<file path="src/hw/rtl/dwfa_pkg.sv">
// Package for the decreasing worst-fit allocator.
// Holds sizes, action codes and the front-to-back transaction type.
`default_nettype none
package dwfa_pkg;
  localparam int MaxRequests = 32;
  localparam int MaxServers  = 16;
  localparam int AmountBits  = 16;
  localparam int ReqIdxW     = $clog2(MaxRequests);
  localparam int ReqCntW     = $clog2(MaxRequests + 1);
  localparam int SrvIdxW     = $clog2(MaxServers);
  localparam int SrvCntW     = $clog2(MaxServers + 1);
  localparam int QueueDepth  = 2;

  typedef enum logic [1:0] {
    ACT_SERVER  = 2'd0,
    ACT_REQUEST = 2'd1,
    ACT_RUN     = 2'd2,
    ACT_NONE    = 2'd3
  } action_t;

  // One classified transaction passed from the front part to the back part.
  typedef struct packed {
    action_t               action;
    logic [AmountBits-1:0] amount;
  } cmd_t;
endpackage
`default_nettype wire

</file>
<file path="src/hw/rtl/decreasing_worst_fit_allocator.sv">
// Top level of the decreasing worst-fit allocator.
// Depends on dwfa_pkg, dwfa_front and dwfa_back.
// Load transactions are taken one per cycle through a two-entry queue while it is not full (busy).
// A run sorts n requests with one compare-swap per cycle, then scans
// the m servers for each request and places it.
// Results appear one per strobe; the receiver cannot stall.
// Synchronous active-low reset empties the queue and both stores.
`default_nettype none
module decreasing_worst_fit_allocator (
  input  wire logic        clk,
  input  wire logic        rst_n,
  input  wire logic        start,
  output logic             busy,
  input  wire logic [1:0]  in_action,
  input  wire logic [15:0] in_amount,
  output logic             out_valid,
  output logic [5:0]       out_position,
  output logic [15:0]      out_demand,
  output logic [4:0]       out_server,
  output logic             out_allocated,
  output logic             out_last
);
  import dwfa_pkg::*;

  logic q_valid, q_pop;
  cmd_t q_cmd;

  // Front part: accept and queue.
  dwfa_front u_front (
    .clk, .rst_n, .start, .in_action, .in_amount, .busy,
    .q_valid, .q_cmd, .q_pop
  );

  // Back part: store, sort and place.
  dwfa_back u_back (
    .clk, .rst_n, .q_valid, .q_cmd, .q_pop,
    .out_valid, .out_position, .out_demand, .out_server,
    .out_allocated, .out_last
  );
endmodule
`default_nettype wire

</file>
<file path="src/hw/rtl/dwfa_front.sv">
// Front part: accepts input transactions, classifies them and queues them.
// Depends on dwfa_pkg.
`default_nettype none
module dwfa_front (
  input  wire logic              clk,
  input  wire logic              rst_n,
  input  wire logic              start,
  input  wire logic [1:0]        in_action,
  input  wire logic [15:0]       in_amount,
  output logic                   busy,
  output logic                   q_valid,
  output dwfa_pkg::cmd_t         q_cmd,
  input  wire logic              q_pop
);
  import dwfa_pkg::*;

  localparam int PtrW = $clog2(QueueDepth);

  cmd_t            queue_r [QueueDepth];
  logic [PtrW-1:0] wr_ptr_r, rd_ptr_r;
  logic [PtrW:0]   fill_r;
  logic            push;
  cmd_t            cmd_in;

  // Classify the transaction; the unused code never enters the queue.
  always_comb begin
    cmd_in.action = action_t'(in_action);
    cmd_in.amount = in_amount[AmountBits-1:0];
  end

  assign busy    = (fill_r == (PtrW+1)'(QueueDepth));
  assign push    = start && !busy && (action_t'(in_action) != ACT_NONE);
  assign q_valid = (fill_r != '0);
  assign q_cmd   = queue_r[rd_ptr_r];

  // Queue storage.
  always_ff @(posedge clk) begin
    if (push) begin
      queue_r[wr_ptr_r] <= cmd_in;
    end
  end

  // Queue pointers and fill count.
  always_ff @(posedge clk) begin
    if (!rst_n) begin
      wr_ptr_r <= '0;
      rd_ptr_r <= '0;
      fill_r   <= '0;
    end else begin
      if (push) wr_ptr_r <= wr_ptr_r + 1'b1;
      if (q_pop) rd_ptr_r <= rd_ptr_r + 1'b1;
      fill_r <= fill_r + (PtrW+1)'(push) - (PtrW+1)'(q_pop);
    end
  end
endmodule
`default_nettype wire

</file>
<file path="src/hw/rtl/dwfa_back.sv">
// Back part: holds the stores, sorts requests and places them on servers.
// Depends on dwfa_pkg.
`default_nettype none
module dwfa_back (
  input  wire logic        clk,
  input  wire logic        rst_n,
  input  wire logic        q_valid,
  input  dwfa_pkg::cmd_t   q_cmd,
  output logic             q_pop,
  output logic             out_valid,
  output logic [5:0]       out_position,
  output logic [15:0]      out_demand,
  output logic [4:0]       out_server,
  output logic             out_allocated,
  output logic             out_last
);
  import dwfa_pkg::*;

  typedef enum logic [2:0] {
    ST_IDLE, ST_SORT_RD, ST_SORT_CMP, ST_SCAN, ST_PLACE
  } state_t;

  // Requests live in a small register file sorted by bubble-sort passes.
  logic [AmountBits-1:0] dem_r [MaxRequests];
  logic [AmountBits-1:0] cap_r [MaxServers];
  logic [ReqCntW-1:0]    req_cnt_r;
  logic [SrvCntW-1:0]    srv_cnt_r;
  state_t                state_r;
  logic [ReqCntW-1:0]    pass_r;
  logic [ReqCntW-1:0]    idx_r;
  logic [SrvCntW-1:0]    scan_r;
  logic [SrvIdxW-1:0]    best_r;
  logic                  have_r;
  logic [AmountBits-1:0] best_cap_r;

  logic                  pop_nxt;
  logic [ReqIdxW-1:0]    pos_i;
  logic [AmountBits-1:0] dcur;
  logic                  fits;

  assign q_pop = pop_nxt;
  assign pos_i = idx_r[ReqIdxW-1:0];
  assign dcur  = dem_r[pos_i];
  assign fits  = have_r && (best_cap_r >= dcur);

  always_comb begin
    pop_nxt = 1'b0;
    if (state_r == ST_IDLE && q_valid) pop_nxt = 1'b1;
  end

  // Sequencer: load, bubble sort one compare per cycle, scan, place.
  always_ff @(posedge clk) begin
    if (!rst_n) begin
      state_r   <= ST_IDLE;
      req_cnt_r <= '0;
      srv_cnt_r <= '0;
      out_valid <= 1'b0;
      pass_r    <= '0;
      idx_r     <= '0;
      scan_r    <= '0;
      have_r    <= 1'b0;
    end else begin
      out_valid <= 1'b0;
      case (state_r)
        ST_IDLE: begin
          if (q_valid) begin
            case (q_cmd.action)
              ACT_SERVER: begin
                if (srv_cnt_r < SrvCntW'(MaxServers)) begin
                  cap_r[srv_cnt_r[SrvIdxW-1:0]] <= q_cmd.amount;
                  srv_cnt_r <= srv_cnt_r + 1'b1;
                end
              end
              ACT_REQUEST: begin
                if (req_cnt_r < ReqCntW'(MaxRequests)) begin
                  dem_r[req_cnt_r[ReqIdxW-1:0]] <= q_cmd.amount;
                  req_cnt_r <= req_cnt_r + 1'b1;
                end
              end
              ACT_RUN: begin
                if (req_cnt_r == '0) begin
                  srv_cnt_r <= '0;
                end else begin
                  pass_r  <= '0;
                  idx_r   <= '0;
                  state_r <= ST_SORT_CMP;
                end
              end
              default: ;
            endcase
          end
        end
        ST_SORT_CMP: begin
          // One adjacent compare-swap per cycle over n passes.
          if (idx_r + 1'b1 < req_cnt_r) begin
            if (dem_r[pos_i] < dem_r[pos_i + 1'b1]) begin
              dem_r[pos_i]        <= dem_r[pos_i + 1'b1];
              dem_r[pos_i + 1'b1] <= dem_r[pos_i];
            end
            idx_r <= idx_r + 1'b1;
          end else if (pass_r + 1'b1 < req_cnt_r) begin
            pass_r <= pass_r + 1'b1;
            idx_r  <= '0;
          end else begin
            idx_r   <= '0;
            scan_r  <= '0;
            have_r  <= 1'b0;
            state_r <= ST_SCAN;
          end
        end
        ST_SCAN: begin
          // Find the first server holding the most remaining capacity.
          if (scan_r < srv_cnt_r) begin
            if (!have_r || cap_r[scan_r[SrvIdxW-1:0]] > best_cap_r) begin
              best_r     <= scan_r[SrvIdxW-1:0];
              best_cap_r <= cap_r[scan_r[SrvIdxW-1:0]];
              have_r     <= 1'b1;
            end
            scan_r <= scan_r + 1'b1;
          end else begin
            state_r <= ST_PLACE;
          end
        end
        ST_PLACE: begin
          out_valid     <= 1'b1;
          out_position  <= 6'(idx_r + 1'b1);
          out_demand    <= dcur;
          out_allocated <= fits;
          out_server    <= fits ? 5'(best_r) + 5'd1 : '0;
          out_last      <= (idx_r + 1'b1 == req_cnt_r);
          if (fits) cap_r[best_r] <= best_cap_r - dcur;
          if (idx_r + 1'b1 == req_cnt_r) begin
            req_cnt_r <= '0;
            srv_cnt_r <= '0;
            state_r   <= ST_IDLE;
          end else begin
            idx_r   <= idx_r + 1'b1;
            scan_r  <= '0;
            have_r  <= 1'b0;
            state_r <= ST_SCAN;
          end
        end
        default: state_r <= ST_IDLE;
      endcase
    end
  end
endmodule
`default_nettype wire

</file>
<file path="config.mk">
export PLATFORM = sky130hd
export DESIGN_NAME = decreasing_worst_fit_allocator
export DESIGN_NICKNAME = d
export VERILOG_FILES = /design/src/hw/rtl/dwfa_pkg.sv /design/src/hw/rtl/decreasing_worst_fit_allocator.sv /design/src/hw/rtl/dwfa_front.sv /design/src/hw/rtl/dwfa_back.sv
export SDC_FILE = /design/constraint.sdc
export NUM_CORES = 2
export LEC_CHECK = 0
export BUFFER_PORTS_ARGS = -buffer_cell sky130_fd_sc_hd__clkbuf_2
export CAP_MARGIN = 20
export CORE_MARGIN = 2
export CORE_UTILIZATION = 25
export DETAILED_ROUTE_END_ITERATION = 12
export GPL_ROUTABILITY_DRIVEN = 0
export SYNTH_ARGS = -nofsm -noshare
export SYNTH_HDL_FRONTEND = slang
export SYNTH_HIERARCHICAL = 1
export SYNTH_SLANG_ARGS = --single-unit
</file>
<file path="constraint.sdc">
create_clock -name clk -period 12.95 [get_ports clk]
set_input_delay 2.59 -clock clk [delete_from_list [all_inputs] [get_ports clk]]
set_output_delay 2.59 -clock clk [all_outputs]
set_load 0.01 [all_outputs]
</file>
==> flow_summary.toml <==
[status]
status = "finished clean"

[setup_path]
worst_setup_path_end_kind = "flop"
path_class = "reg -> reg"
reg2regPathDepth = 17
cp.required_ps = 13230
ff2ff_setup_slack_ps = 4020
crit_path_start_kind = "flop"
cp.arrival_ps = 9210
path_max_fanout = 102

[synth]
ys_seq_area_share_pct = 56.5
synth.mux.area_fraction_pct = 20.6
syn_inst = 3365
synth-edff-count = 853
synth_xor_area_share_pct = 0.633
synth_area_um2 = 47000
synth_fa_ha_area_share_pct = 2.04
syn-num-nets = 3462
synth.distinct_cells = 72
ys.flop_type = "edfxtp_1"
async_flop_share_pct = 0
synthSimpleGateAreaFrac_pct = 7.86
syn_avg_cell_area_um2 = 14.0
synth_compound_area_share_pct = 8.82
yosysWarningCount = 6
ys_ff_latch = 900
synth_top_family_by_area = "multiplexers"

[clock_network]
cts.sinks = 900
cts_setup_buffers = 0
clk_latency_ps = 690
cts-root-buf = "clkbuf_16"
clk_path_buf_depth = 3
cts_tree = "built"
cts.clk_slew.worst_paths_ps = 60
cts_buffers = 90
htree_num_levels = 3
cts_resized = 0
cts_hold_buf = 0

[grt]
grt_use_total_pct = 14.8
grt_max_degree = 103
grt_antenna_before_repair = 14
grt-ovfl-total = 0
grt_pass1_vias = 29021
grt_pass1_wl_mm = 209

[final_layout]
area_growth_pct = 13.1
drive_above_1_share_pct = 24.2
final_nets = 3404
stdcell_count = 5882

[placement]
hpwl_mm = 95.8
placed_cells = 5701
port-buffer-count = 51

[power]
powerDensity_nw_per_um2 = 133
clkPwrFrac_pct = 37.4
p_sw_share_pct = 26.2
ir_worst_vdd_v = 0.000103
p_switching_w = 0.00186
power_w = 0.00710
power_frac_seq_pct = 48.7
p_leak_nw = 16.4
internal_power_w = 0.00524
pwr-share-comb_pct = 13.9

[die]
core_area_um2 = 187000
start_util_pct = 25.1
die-area_um2 = 192000
die_y_um = 438
ios = 52
die_w_um = 438
std_cell_rows = 159

[sta]
worst-slew-pin-transition_ps = 1200
report.final.slew_viol_count = 0
hold_viol = 0
period_share_pct = 69.0
period_needed_ps = 8930
setup_viol = 0
worst_hold_slack_ps = 490
max_freq_ghz = 0.112
rsz0062_at_grt = "no"
fin_setup_tns_ps = 0
relSlewSlack_pct = 20.3
skew_ps = 37.7

[worst_hold_path]
min_delay_path_depth = 2
hp-class = "reg -> reg"

[flow_run]
maxCapViolCount = 0

[route]
drt-wirelength-per-cell_um = 24.7
viasPerCell = 5.19
detail-route-antenna-nets = 0
drc = 0
route.vias.total = 30530
drt_iter0_markers = 3820
first_pass_iters = 7
drt-total-wl_mm = 145
==> critical path, stage by stage (launching register included) <==
cell and delay, ps:
dfxtp_4 860, inv_1 360, ha_4 800, buf_12 650, mux4_2 610, a22o_1 250
a221oi_1 540, and3_1 320, ha_1 160, nand4_1 210, or2_2 390, a211oi_4 150
buf_4 460, buf_4 580, nor2_2 140, buf_4 260, a32oi_2 920, o21bai_2 600
==> layer usage <==
metal	GRT usage (%)	up-vias	routed length (µm)
met2	23.5	1743	68100
met4	3.94	4	3540
met5	0	-	19
li1	-	12960	-
met1	19.6	15582	56600
met3	4.39	241	17100
==> cell type report <==
cell class                      instances  area [µm²]
Tap cell                             2495        3120
Clock buffer                          112        2390
Inverter                               66         248
Sequential cell                       900       26600
Multi-Input combinational cell       2078       19000
Timing Repair Buffer                  171        1280
Clock inverter                         53         541
Antenna cell                            7        17.5
Fill cell                           18799      134000
==> cells by family (layout without fill, tap and decap cells) <==
family,after synthesis,after routing
fa+ha+maj,76,76
other cells,0,7
buf+inv,387,402
mux,502,502
flops,900,900
simple gates,749,749
xor+xnor,34,34
compound gates,717,717
==> worst paths after layout <==
check | startpoint | endpoint
worst max-delay path | u_back/idx_r[0] | u_back/dem_r[16][11]
worst min-delay path | u_back/pass_r[1] | u_back/pass_r[1]
worst max register to register | u_back/idx_r[0] | u_back/dem_r[16][11]
worst min register to register | u_back/pass_r[1] | u_back/pass_r[1]
==> sequential cells by signal, summed over array words and instances (netlist names), 4 cells and up, named ones only <==
| register | cells |
|---|---|
| u_back/dem_r | 512 |
| u_back/cap_r | 256 |
| u_front/queue_r | 36 |
| u_back/best_cap_r | 16 |
| u_back/out_demand | 16 |
| u_back/idx_r | 6 |
| u_back/out_position | 6 |
| u_back/pass_r | 6 |
| u_back/req_cnt_r | 6 |
| u_back/out_server | 5 |
| u_back/scan_r | 5 |
| u_back/srv_cnt_r | 5 |
| u_back/best_r | 4 |
==> per-stage QoR <==
stage / utilization (%) / instance area, µm² / worst slack [ps]
finish: 28.4 / 53200 / 4020
global route: 28.4 / 53200 / 3690
floorplan: - / 47000 / 5230
detailed placement: 26.7 / 50100 / 4180
CTS: 28.3 / 53000 / 4110
global placement: 26.7 / 50100 / 4230
==> Yosys cell counts, types with 11 or more instances <==
library cell,instances,area (µm²)
o21bai_1,25,188
mux2i_1,101,1010
a21oi_1,45,225
a22oi_1,33,248
buf_2,90,450
nor2_1,71,267
nor2b_1,16,100
and3_1,13,81.3
nor3_1,17,85.1
xnor2_1,23,201
and2_1,23,144
a211oi_1,16,120
nand3_1,24,120
clkbuf_1,183,687
o21a_1,15,113
edfxtp_1,853,25600
ha_1,75,938
mux2_2,26,293
a21o_1,20,150
nor4b_4,19,452
o21ai_1,119,596
nand4_1,15,93.8
mux4_2,365,8220
o21ai_0,367,1840
o31a_1,15,131
dfxtp_1,47,941
xor2_1,11,96.3
nand2_1,506,1900
buf_1,29,109
inv_1,65,244
==> power groups by stage <==
| stage | clock network, W | logic (W) | registers, W |
|---|---|---|---|
| 2_1_floorplan | 0 | 0.000622 | 0.00351 |
| 3_5_place_dp | 0 | 0.000964 | 0.00352 |
| 3_3_place_gp | 0 | 0.000936 | 0.00352 |
| 5_1_grt | 0.00280 | 0.00107 | 0.00346 |
| 4_1_cts | 0.00269 | 0.000964 | 0.00346 |
| 6_report | 0.00265 | 0.000987 | 0.00346 |
==> layout by cell type (no fill, tap or decap), types with 10 or more instances in the layout <==
cell	count
a211oi_1	16
a21o_1	20
a21oi_1	42
a221o_1	10
a22oi_1	33
and2_1	23
and3_1	13
buf_4	108
clkbuf_1	19
clkbuf_16	92
clkbuf_2	51
clkinv_1	18
clkinv_2	14
dfxtp_1	40
edfxtp_1	853
ha_1	74
inv_1	65
mux2_2	26
mux2_4	10
mux2i_1	100
mux4_2	365
nand2_1	506
nand3_1	24
nand4_1	15
nor2_1	52
nor2_2	18
nor2b_1	16
nor3_1	17
nor4b_4	19
o21a_1	15
o21ai_0	359
o21ai_1	124
o21bai_2	22
o31a_2	14
xnor2_1	23
xor2_1	11
Power figures use the tool's default switching activity.
